$ cat src/rtl/core/dkpb_pkg.sv
`timescale 1ns / 1ps
// ============================================================================
// dkpb_pkg: shared types and constants for the k-mer presence bitmap
// Sizes of the window and bitmap, command format between front and back,
// operation codes and register indexes.
// ============================================================================
package dkpb_pkg;

    // Sizing
    localparam int KMER_LEN    = 11;
    localparam int WORD_BITS   = 64;  // power of two, 8..64
    localparam int LENGTH_BITS = 32;

    localparam int SYMBOL_BITS  = 8;
    localparam int OP_BITS      = 2;
    localparam int IN_ADDR_BITS = 16;
    localparam int CODE_BITS    = 2;
    localparam int CFG_IDX_BITS = 2;

    localparam int WIN_BITS     = 2 * KMER_LEN;
    localparam int FILL_BITS    = $clog2(KMER_LEN + 1);
    localparam int BIT_IDX_BITS = $clog2(WORD_BITS);

    localparam longint unsigned TOTAL_BITS = 64'd1 << WIN_BITS;
    localparam int NUM_WORDS = int'((TOTAL_BITS + WORD_BITS - 1) / WORD_BITS);
    localparam int MEM_AW    = (NUM_WORDS > 1) ? $clog2(NUM_WORDS) : 1;
    localparam int CMD_AW    = (MEM_AW > IN_ADDR_BITS) ? MEM_AW : IN_ADDR_BITS;

    localparam logic [LENGTH_BITS-1:0] LENGTH_MAX = '1;

    // Command queue
    localparam int CQ_DEPTH = 4;
    localparam int CQ_PW    = $clog2(CQ_DEPTH);
    localparam int CQ_CW    = $clog2(CQ_DEPTH + 1);

    // Character codes
    localparam logic [SYMBOL_BITS-1:0] CHAR_A = 8'd65;
    localparam logic [SYMBOL_BITS-1:0] CHAR_C = 8'd67;
    localparam logic [SYMBOL_BITS-1:0] CHAR_G = 8'd71;
    localparam logic [SYMBOL_BITS-1:0] CHAR_T = 8'd84;

    // Register indexes
    localparam logic [CFG_IDX_BITS-1:0] REG_CODE_A = 2'd0;
    localparam logic [CFG_IDX_BITS-1:0] REG_CODE_C = 2'd1;
    localparam logic [CFG_IDX_BITS-1:0] REG_CODE_G = 2'd2;
    localparam logic [CFG_IDX_BITS-1:0] REG_CODE_T = 2'd3;

    typedef enum logic [OP_BITS-1:0] {
        OP_START  = 2'd0,
        OP_SYMBOL = 2'd1,
        OP_READ   = 2'd2
    } t_op;

    typedef enum logic [1:0] {
        CMD_CLEAR = 2'd0,
        CMD_SET   = 2'd1,
        CMD_READ  = 2'd2
    } t_cmd_kind;

    typedef struct packed {
        t_cmd_kind                kind;
        logic [CMD_AW-1:0]        addr;
        logic [BIT_IDX_BITS-1:0]  bit_idx;
        logic [LENGTH_BITS-1:0]   seq_len;
    } t_cmd;

    // A command with its valid flag, used on both sides of the queue
    typedef struct packed {
        logic valid;
        t_cmd cmd;
    } t_cmd_slot;

    typedef enum logic {
        BK_RUN   = 1'b0,
        BK_CLEAR = 1'b1
    } t_back_state;

    typedef struct packed {
        logic clearing;
        logic s2_valid;
    } t_back_status;

endpackage

$ cat src/rtl/core/dkpb_cmd_queue.sv
`timescale 1ns / 1ps
// ============================================================================
// dkpb_cmd_queue: short command queue between front and back
// Circular buffer of CQ_DEPTH commands; lets either side stall on its own.
// ============================================================================
module dkpb_cmd_queue (
    input  logic                 i_clk,
    input  logic                 i_rst_n,
    input  dkpb_pkg::t_cmd_slot  i_push,
    output logic                 o_full,
    output dkpb_pkg::t_cmd_slot  o_head,
    input  logic                 i_pop
);
    import dkpb_pkg::*;

    t_cmd              r_buf [CQ_DEPTH];
    logic [CQ_PW-1:0]  r_wr, r_rd;
    logic [CQ_CW-1:0]  r_cnt;
    logic              do_push, do_pop;

    assign o_full       = (r_cnt == CQ_CW'(CQ_DEPTH));
    assign o_head.valid = (r_cnt != '0);
    assign o_head.cmd   = r_buf[r_rd];
    assign do_push      = i_push.valid && !o_full;
    assign do_pop       = i_pop && o_head.valid;

    always_ff @(posedge i_clk) begin
        if (do_push) begin
            r_buf[r_wr] <= i_push.cmd;
        end
    end

    always_ff @(posedge i_clk) begin
        if (!i_rst_n) begin
            r_wr  <= '0;
            r_rd  <= '0;
            r_cnt <= '0;
        end else begin
            if (do_push) r_wr <= r_wr + 1'b1;
            if (do_pop)  r_rd <= r_rd + 1'b1;
            case ({do_push, do_pop})
                2'b10:   r_cnt <= r_cnt + 1'b1;
                2'b01:   r_cnt <= r_cnt - 1'b1;
                default: r_cnt <= r_cnt;
            endcase
        end
    end

endmodule

$ cat config.mk
export PLATFORM = sky130hd
export DESIGN_NAME = dkpb_cmd_queue
export DESIGN_NICKNAME = d
export VERILOG_FILES = /design/src/rtl/core/dkpb_pkg.sv /design/src/rtl/core/dkpb_cmd_queue.sv
export SDC_FILE = /design/constraint.sdc
export NUM_CORES = 1
export LEC_CHECK = 0
export ABC_AREA = 1
export ABC_CLOCK_PERIOD_IN_PS = 4400
export BUFFER_PORTS_ARGS = -buffer_cell sky130_fd_sc_hd__buf_2
export CAP_MARGIN = 20
export CORE_ASPECT_RATIO = 0.75
export CORE_MARGIN = 2
export CORE_UTILIZATION = 57
export DETAILED_ROUTE_END_ITERATION = 6
export PLACE_DENSITY = 0.79
export SLEW_MARGIN = 20
export SYNTH_ARGS = -nofsm -noshare
export SYNTH_HDL_FRONTEND = slang
export SYNTH_SLANG_ARGS = --single-unit
$ cat constraint.sdc
create_clock -name i_clk -period 4.4 [get_ports i_clk]
set_input_delay 0.88 -clock i_clk [delete_from_list [all_inputs] [get_ports i_clk]]
set_output_delay 0.88 -clock i_clk [all_outputs]
set_load 0.005 [all_outputs]
==> results.md <==
* Outcome: finished, final reports clean
* Reg-to-reg critical path endpoint: r_buf[2][42]$_DFFE_PP_
* Syn nets at 677
* Ports at 118
* Pin count of the biggest net entering global routing at ~110
* Unrepaired setup endpoints after global routing: false
* Max Freq at 296 MHz
* Final period util at 76.9%
* Total Neg Setup Slack at 0 ns
* Layout cell share with drive strength beyond 1 at about 29%
* Vias at 5375
* Max cap viols at 0
* Worst setup path category: reg2out
* First-pass GRT wire length at around 28 mm
* FP Rows at 39
* YS warnings at 0
* Number of global-route vias before repair at around 5300
* Core area at 15400 sq um
* Area growth, synth to finish at 15.2%
* Hold crit path type: reg2reg
* Die width at 150 microns
* Port bufs at 117
* Initial antenna violation count at 4
* Remaining DRCs at 0
* Nets at between 700 and 800
* # fillers at 1038
* Seq/Total Area, Yosys at 75.8%
* Worst Path Buf+Inv at 3
* Unique masters post-synth at 24
* Starting density of the core at 59.1%
* Most common cell after layout, fill and taps aside: edfxtp_1
* Critical Path End Type: output port
* TritonCTS clock tree: yes
* Final Power at 5.79 mW
* Final hold viol count at 0
* Worst hold path depth at 2
* Root buffer cell: clkbuf_16
* IR drop worst, VDD at 0.426 mV
* TritonRoute pass-1 iters at 5
* Remaining global-route overflow at 0
* CTS buffer count at 22
* Clk_skew at roughly 0.0069 ns
* Hold_buf cts at 0
* Crit-path slowest cell: inv_4
* CP peak stage delay at approximately 0.55 ns
* Detailed placer's ending HPWL at 10.3 mm
* Skew-Pair Late Insertion Delay at roughly 0.50 ns
* DRT antenna net count at 0
* WL final at between 15 and 20 mm
* Most frequent cells in the layout: 224 x edfxtp_1, 117 x buf_2, 92 x nor2_1
* Global Route Usage Sum at 21.2%
* Routability cong. at approximately 0.8
* Chip Height at 113 microns
* Critical path's top delay family: buffers and inverters
* Average wire per cell in the routed design at 19.2 microns
* Vias per cell at 5.68
* 1st-iter DRT viols at 356
* Hold Path Origin: r_wr[1]$_SDFFE_PN0P_
* Cell Pwr Density at 552 nW/um^2
* Final number of setup-violating endpoints at 0
* Setup Fix Bufs, Post-CTS at 0
* Clock tree sinks at 233
* Slew headroom at 27.2%
* Element type at the critical path start: flip-flop
* Post-route minimum period at about 3.4 ns
* Final Max Slew Viols at 0
* Mean Syn Cell Area at 14.9 sq um
* Slew of the pin with the lowest slew margin at roughly 1.1 ns
* Syn Std Cell Area at 9110 sq um
* Synth Instances at 611
* Leakage power at 3.66 nW
* FF-to-FF Start: r_cnt[1]$_SDFFE_PN0P_
* Largest fanout on the critical path at 68
* Crit path cell chain: inv_4 -> buf_4 -> o21ai_0 -> o22ai_1 -> buf_2
* #FFs+latches synth at 233
* Total die area at 17000 sq um
* Flop2flop setup slack at 2.13 ns
* H-tree depth at 1
* CTS resizes at 0
* Worst R2R Path Depth at 5
* Critical path data arrival time at approximately 2.5 ns
* Max clock buf depth at 3
* CP required at 3.52 ns
* Reg clk slew, reported paths at approximately 0.06 ns
* Hold endpoint: r_wr[1]$_SDFFE_PN0P_
cell type report:
cell class	count	area [sq um]	share of cell area [%]
clock buffers	29	628	5.98
inverters	19	73.8	0.703
flip-flops and latches	233	6910	65.8
well taps	205	256	2.44
clock inverters	11	55.1	0.524
multi-input cells	323	1900	18.1
diodes	1	2.50	0.0238
repair buffers	126	666	6.34
synthesized netlist by cell type:
cell      instances  area share [%]
edfxtp_1        224              74
nor2_1           96             4.0
o21ai_0          84             4.6
o22ai_1          36             2.5
o21ai_1          26             1.4
nor2_4           20             2.5
o22ai_2          20             2.7
inv_1            17            0.70
clkbuf_1         16            0.66
nand2_1          15            0.62
buf_2             9            0.49
dfxtp_1           9             2.0
buf_6             6            0.74
nor2_2            6            0.41
a21oi_1           5            0.27
ha_1              5            0.69
nand3_1           5            0.27
o21ai_2           4            0.38
buf_12            3            0.66
buf_4             1           0.082
buf_8             1            0.16
fa_1              1            0.22
inv_2             1           0.041
inv_4             1           0.069
layer usage:
metal,GRT usage (%),up-vias,part of all wire (%)
li1,-,2504,-
met1,28.1,2655,41
met2,35.4,188,49
met3,6.04,24,7.9
met4,4.40,4,1.5
met5,0,-,0.16
state kept, by name, indices dropped and copies added (netlist names), named ones only:
signal and cells:
r_wr 2, r_rd 2, r_buf 224, r_cnt 3
metrics by stage:
step                hold WS, ns  setup WS [ns]  instance area [sq um]  instances  util, %
floorplan                 0.462          0.555                   9110        611        -
global placement          0.477           1.66                   9810        906     63.6
detailed placement        0.514           1.58                   9810        906     63.6
CTS                       0.520           1.00                  10500        946     68.1
global route              0.544          0.840                  10500        946     68.1
finish                    0.517           1.02                  10500        947     68.1
worst min-delay path, stage by stage (launching register included):
cell and delay (ns):
dfxtp_1 0.34, nand2_1 0.08, a21oi_1 0.05
report_power, final:
part	switching [mW]	total, mW	internal, mW	leakage, nW
Clock	0.752	1.76	1.00	0.337
Combinational	0.867	1.34	0.470	1.20
Sequential	0.0568	2.70	2.64	2.13
worst max path at each step:
stage	slack, ns	cells past startpoint	endpoint
after floorplan	0.55	2	r_buf[0][0]$_DFFE_PP_
after global placement	1.66	5	o_head[38]
after detailed placement	1.58	5	o_head[54]
after CTS	1.00	5	o_head[55]
after global routing	0.84	5	o_head[55]
final	1.02	5	o_head[55]
logic make-up after synthesis:
kind of cell	Yosys count	share of synthesized area, %
flip-flops	233	75.8
adder cells (fa/ha/maj)	6	0.907
AND/OR/NAND/NOR	142	7.73
AO/OA/AOI/OAI	175	11.9
buffers and inverters	55	3.61
(Power assumes the default switching activity.)
