`src/rtl/core/dkpb_pkg.sv`:
```
`timescale 1ns / 1ps
// ============================================================================
// dkpb_pkg: shared types and constants for the k-mer presence bitmap
// Sizes of the window and bitmap, command format between front and back,
// operation codes and register indexes.
// ============================================================================
package dkpb_pkg;

    // Sizing
    localparam int KMER_LEN    = 11;
    localparam int WORD_BITS   = 64;  // power of two, 8..64
    localparam int LENGTH_BITS = 32;

    localparam int SYMBOL_BITS  = 8;
    localparam int OP_BITS      = 2;
    localparam int IN_ADDR_BITS = 16;
    localparam int CODE_BITS    = 2;
    localparam int CFG_IDX_BITS = 2;

    localparam int WIN_BITS     = 2 * KMER_LEN;
    localparam int FILL_BITS    = $clog2(KMER_LEN + 1);
    localparam int BIT_IDX_BITS = $clog2(WORD_BITS);

    localparam longint unsigned TOTAL_BITS = 64'd1 << WIN_BITS;
    localparam int NUM_WORDS = int'((TOTAL_BITS + WORD_BITS - 1) / WORD_BITS);
    localparam int MEM_AW    = (NUM_WORDS > 1) ? $clog2(NUM_WORDS) : 1;
    localparam int CMD_AW    = (MEM_AW > IN_ADDR_BITS) ? MEM_AW : IN_ADDR_BITS;

    localparam logic [LENGTH_BITS-1:0] LENGTH_MAX = '1;

    // Command queue
    localparam int CQ_DEPTH = 4;
    localparam int CQ_PW    = $clog2(CQ_DEPTH);
    localparam int CQ_CW    = $clog2(CQ_DEPTH + 1);

    // Character codes
    localparam logic [SYMBOL_BITS-1:0] CHAR_A = 8'd65;
    localparam logic [SYMBOL_BITS-1:0] CHAR_C = 8'd67;
    localparam logic [SYMBOL_BITS-1:0] CHAR_G = 8'd71;
    localparam logic [SYMBOL_BITS-1:0] CHAR_T = 8'd84;

    // Register indexes
    localparam logic [CFG_IDX_BITS-1:0] REG_CODE_A = 2'd0;
    localparam logic [CFG_IDX_BITS-1:0] REG_CODE_C = 2'd1;
    localparam logic [CFG_IDX_BITS-1:0] REG_CODE_G = 2'd2;
    localparam logic [CFG_IDX_BITS-1:0] REG_CODE_T = 2'd3;

    typedef enum logic [OP_BITS-1:0] {
        OP_START  = 2'd0,
        OP_SYMBOL = 2'd1,
        OP_READ   = 2'd2
    } t_op;

    typedef enum logic [1:0] {
        CMD_CLEAR = 2'd0,
        CMD_SET   = 2'd1,
        CMD_READ  = 2'd2
    } t_cmd_kind;

    typedef struct packed {
        t_cmd_kind                kind;
        logic [CMD_AW-1:0]        addr;
        logic [BIT_IDX_BITS-1:0]  bit_idx;
        logic [LENGTH_BITS-1:0]   seq_len;
    } t_cmd;

    // A command with its valid flag, used on both sides of the queue
    typedef struct packed {
        logic valid;
        t_cmd cmd;
    } t_cmd_slot;

    typedef enum logic {
        BK_RUN   = 1'b0,
        BK_CLEAR = 1'b1
    } t_back_state;

    typedef struct packed {
        logic clearing;
        logic s2_valid;
    } t_back_status;

endpackage

```
`src/rtl/core/dkpb_front.sv`:
```
`timescale 1ns / 1ps
// ============================================================================
// dkpb_front: input side of the k-mer presence bitmap
// Holds the code registers, maps characters, shifts the window, counts the
// sequence length and turns each input word into a command for the back end.
// ============================================================================
module dkpb_front (
    input  logic                                i_clk,
    input  logic                                i_rst_n,
    input  logic                                i_cfg_valid,
    output logic                                o_cfg_ready,
    input  logic [dkpb_pkg::CFG_IDX_BITS-1:0]   i_cfg_index,
    input  logic [dkpb_pkg::CODE_BITS-1:0]      i_cfg_data,
    input  logic                                i_push,
    input  logic                                i_q_full,
    input  logic [dkpb_pkg::OP_BITS-1:0]        i_operation,
    input  logic [dkpb_pkg::SYMBOL_BITS-1:0]    i_symbol,
    input  logic [dkpb_pkg::IN_ADDR_BITS-1:0]   i_word_address,
    output dkpb_pkg::t_cmd_slot                 o_q_push
);
    import dkpb_pkg::*;

    logic [CODE_BITS-1:0]   r_code_a, r_code_c, r_code_g, r_code_t;
    logic [WIN_BITS-1:0]    r_window, n_window;
    logic [FILL_BITS-1:0]   r_fill, n_fill;
    logic [LENGTH_BITS-1:0] r_count, n_count;

    logic                     accept;
    logic [CODE_BITS-1:0]     code;
    logic [WIN_BITS+1:0]      shifted;
    logic [63:0]              kmer_ext;

    assign o_cfg_ready = 1'b1;
    assign accept      = i_push && !i_q_full;

    always_comb begin
        case (i_symbol)
            CHAR_A:  code = r_code_a;
            CHAR_C:  code = r_code_c;
            CHAR_G:  code = r_code_g;
            CHAR_T:  code = r_code_t;
            default: code = '0;
        endcase
    end

    assign shifted  = {r_window, code};
    assign kmer_ext = 64'(shifted[WIN_BITS-1:0]);

    always_comb begin
        n_window = r_window;
        n_fill   = r_fill;
        n_count  = r_count;
        o_q_push = '0;
        o_q_push.cmd.seq_len = r_count;
        if (accept) begin
            case (i_operation)
                OP_START: begin
                    n_window = '0;
                    n_fill   = '0;
                    n_count  = '0;
                    o_q_push.valid    = 1'b1;
                    o_q_push.cmd.kind = CMD_CLEAR;
                end
                OP_SYMBOL: begin
                    n_window = shifted[WIN_BITS-1:0];
                    if (r_fill < FILL_BITS'(KMER_LEN)) begin
                        n_fill = r_fill + 1'b1;
                    end
                    if (r_count != LENGTH_MAX) begin
                        n_count = r_count + 1'b1;
                    end
                    // window is complete once this symbol makes it KMER_LEN long
                    o_q_push.valid       = (r_fill >= FILL_BITS'(KMER_LEN - 1));
                    o_q_push.cmd.kind    = CMD_SET;
                    o_q_push.cmd.addr    = CMD_AW'(kmer_ext >> BIT_IDX_BITS);
                    o_q_push.cmd.bit_idx = kmer_ext[BIT_IDX_BITS-1:0];
                end
                OP_READ: begin
                    o_q_push.valid    = 1'b1;
                    o_q_push.cmd.kind = CMD_READ;
                    o_q_push.cmd.addr = CMD_AW'(i_word_address);
                end
                default: begin
                    o_q_push.valid = 1'b0;
                end
            endcase
        end
    end

    always_ff @(posedge i_clk) begin
        if (!i_rst_n) begin
            r_code_a <= 2'd0;
            r_code_c <= 2'd1;
            r_code_g <= 2'd2;
            r_code_t <= 2'd3;
            r_window <= '0;
            r_fill   <= '0;
            r_count  <= '0;
        end else begin
            r_window <= n_window;
            r_fill   <= n_fill;
            r_count  <= n_count;
            if (i_cfg_valid) begin
                case (i_cfg_index)
                    REG_CODE_A: r_code_a <= i_cfg_data;
                    REG_CODE_C: r_code_c <= i_cfg_data;
                    REG_CODE_G: r_code_g <= i_cfg_data;
                    REG_CODE_T: r_code_t <= i_cfg_data;
                    default:    r_code_a <= r_code_a;
                endcase
            end
        end
    end

endmodule

```
`config.mk`:
```
export PLATFORM = sky130hd
export DESIGN_NAME = dkpb_front
export DESIGN_NICKNAME = d
export VERILOG_FILES = /design/src/rtl/core/dkpb_pkg.sv /design/src/rtl/core/dkpb_front.sv
export SDC_FILE = /design/constraint.sdc
export NUM_CORES = 1
export LEC_CHECK = 0
export BUFFER_PORTS_ARGS = -buffer_cell sky130_fd_sc_hd__buf_2
export CAP_MARGIN = 10
export CORE_MARGIN = 5
export CORE_UTILIZATION = 40
export DETAILED_ROUTE_END_ITERATION = 6
export SYNTH_ARGS = -nofsm -noshare
export SYNTH_HDL_FRONTEND = slang
export SYNTH_SLANG_ARGS = --single-unit
```
`constraint.sdc`:
```
create_clock -name i_clk -period 2.7 [get_ports i_clk]
set_input_delay 0.405 -clock i_clk [delete_from_list [all_inputs] [get_ports i_clk]]
set_output_delay 0.405 -clock i_clk [all_outputs]
set_load 0.1 [all_outputs]
```
==> results.md <==
* Vias per inst at between 5 and 6
* Num rows at 33
* Reg clk slew, reported paths at 70 ps
* WHS Path Cells at 3
* Hold Path Class: input port to flop
* Sequential share of the synthesized area at between 30% and 40%
* Slew Limit Fails at 0
* DP HPWL at roughly 8000 um
* WP data required at ~2300 ps
* Mapped Cells at 414
* Max cap viols at 0
* CP endpoint kind: output port
* Global route overflow at 0
* N_diodes at 0
* Syn-to-layout area delta at 37.57%
* Maximum clock insertion buffer count at 2
* Run status: completed
* Most frequent cells in the layout: buf_2, dfxtp_1, nand2_1, nor2_1, a21oi_1
* Antenna viol nets, final at 0
* Die Span Y at approximately 100 um
* TritonCTS Buffers at 9
* PwrDens at 417.6 nW/um^2
* IO Pins at 93
* CTS resizes at 0
* Inst Count DP at just over 600
* Worst-Skew Late Latency at around 350 ps
* Main synth FF type: dfxtp_1
* Fraction of registers with async set/reset at 0%
* End of the worst hold path: r_code_t[1]
* Clock Skew at 9.471 ps
* Final Cycle Share at about nine tenths
* Post-Layout Cell Count at between 600 and 700
* Fin Hold WS at between 300 and 400 ps
* Post-Syn Area at ~3500 sq um
* R2R setup slack at about 330 ps
* Reg2reg start: r_count[0]
* # hold bufs at CTS at 0
* Final WL at about 11000 um
* Core Area at ~8300 sq um
* Post-synth cell types at 58
* DR WL/cell at between 15 and 20 um
* Post-CTS setup buffer count at 0
* Worst vdd ir at 0.2493 mV
* Worst setup SP type: input port
* CTS H-tree depth at 3
* Final setup violation count at 0
* Met2 track demand over resource at 31.77%
* Vias in the first global route at approximately 3.5k
* Initial antenna violation count at 0
* Kind of critical path: input port to output port
* Avg Cell Area, Syn at about 8.3 sq um
* Starting density of the core at about two fifths
* DRC errors left at 0
* IO buf count at 91
* Starting DRT DRC Count at between 150 and 200
* Final GP Congestion at roughly 0.88
* Commonest non-fill, non-tap cell in the layout: buf_2
* Worst Tran Pin Value at between 500 and 600 ps
* HP Start: i_cfg_data[1]
* CTS tree: built
* Worst r2r dst: r_count[11]
* P_leak at around 1.9 nW
* Slew Limit Headroom at between 60% and 70%
* Root buffer cell: clkbuf_8
* CTS sink cnt at 64
* Total Neg Setup Slack at 0 ps
* Final hold violations at 0
* Min Tclk post-route at 2454 ps
* Crit path DAT at 2050 ps
* RSZ-0062 raised after global routing: false
* Post-synth EDFFs at 0
* Via Count at about 3.7k
* Nets at 562
* First-pass GRT wire length at roughly 17000 um
* Yosys reg bits at between 60 and 70
* Share of layout cells above drive strength 1 at between 30% and 40%
* Pin count of the biggest net entering global routing at 21
* Fmax at a little over 400 MHz
* FF-to-FF path depth at 6
* CP Max Fanout at 2
* Total GRT Usage at 20.34%
* Final Power at roughly 0.0020 W
* Synth warn at 0
* Die Area at approximately 11000 sq um
* DR pass1 iterations at 5
* Syn Nets at 457
* Chip Width at just over 100 um
* M3 GR Usage at under 10%
* GRT busiest layer: met2
* Met1 Track Usage GR at 28.29%
* Core Util, Final at between 50% and 60%
metal layers:
layer / routed length (um) / vias up
li1: - / 1796
met1: 4907 / 1774
met2: 4806 / 130
met3: 800 / 12
met4: 121 / 0
met5: 0 / -
Yosys cell counts, drive strengths merged, types with 2 or more instances:
library cell	count	area, sq um
nor4b	2	17.52
nor3b	2	15.01
o211a	2	20.02
a211oi	3	22.52
a21o	2	15.01
nor3	12	60.06
or4	12	100.1
dfxtp	64	1281
nand2	35	131.4
o21ai	15	78.83
nand2b	3	18.77
o31ai	8	60.06
ha	8	100.1
a41oi	5	43.79
nand3	15	75.07
nand3b	2	15.01
nor4	5	52.55
a31oi	9	56.30
o211ai	4	30.03
clkbuf	14	52.55
nand4	14	93.84
buf	7	41.29
o21a	5	37.54
mux2i	9	90.09
a21oi	26	130.1
or3	2	13.77
nor2	43	161.4
a22o	18	157.7
a311oi	3	26.28
and2	7	43.79
a22oi	17	127.6
and3	13	81.33
o2111ai	2	23.77
mux2	2	22.52
and4	3	26.28
inv	10	37.54
layout make-up:
class | instances | area [sq um]
Tap cell | 105 | 131.4
Sequential cell | 64 | 1301
Timing Repair Buffer | 115 | 980.9
Inverter | 10 | 37.54
Clock inverter | 6 | 60.06
Clock buffer | 10 | 127.6
Fill cell | 757 | 3548
Multi-Input combinational cell | 319 | 2112
flip-flops by register name, indices dropped and copies added, names as in the netlist:
| signal | cells |
|---|---|
| r_code_a | 2 |
| r_code_c | 2 |
| r_code_g | 2 |
| r_code_t | 2 |
| r_count | 32 |
| r_fill | 4 |
| r_window | 20 |
worst max-delay path, cell delays in order:
cell and delay (ps):
buf_2 100, or4b_2 690, nor3_1 270, a22oi_1 170
a21oi_4 210, buf_12 190
worst max path at each step:
stage / startpoint / slack [ps] / end
global route: i_symbol[3] / 150 / o_q_push[33]
detailed placement: i_operation[1] / 220 / r_count[7]
CTS: i_symbol[3] / 240 / o_q_push[33]
finish: i_symbol[3] / 250 / o_q_push[33]
floorplan: i_operation[1] / -120 / o_q_push[56]
global placement: i_symbol[3] / 280 / o_q_push[33]
stage by stage:
step	setup WS [ps]	area (sq um)
after detailed placement	218.6	4556
after floorplan	-117.8	3545
after CTS	242.0	4743
final	246.3	4751
after global routing	152.8	4751
after global placement	282.3	4556
logic make-up after synthesis:
logic type | share of synthesized area (%)
flip-flops | 37.10
AND/OR/NAND/NOR | 26.99
buffers and inverters | 3.804
AO/OA/AOI/OAI | 25.33
XOR/XNOR | 0.5073
other | 0.1086
multiplexers | 3.261
adder cells (fa/ha/maj) | 2.899
where the power goes:
group	switching, W	internal [W]	total [W]
clock network	0.000387	0.000421	0.000808
logic	0.000147	0.0000751	0.000222
registers	0.00000434	0.000949	0.000953
Power figures use the tool's default switching activity.
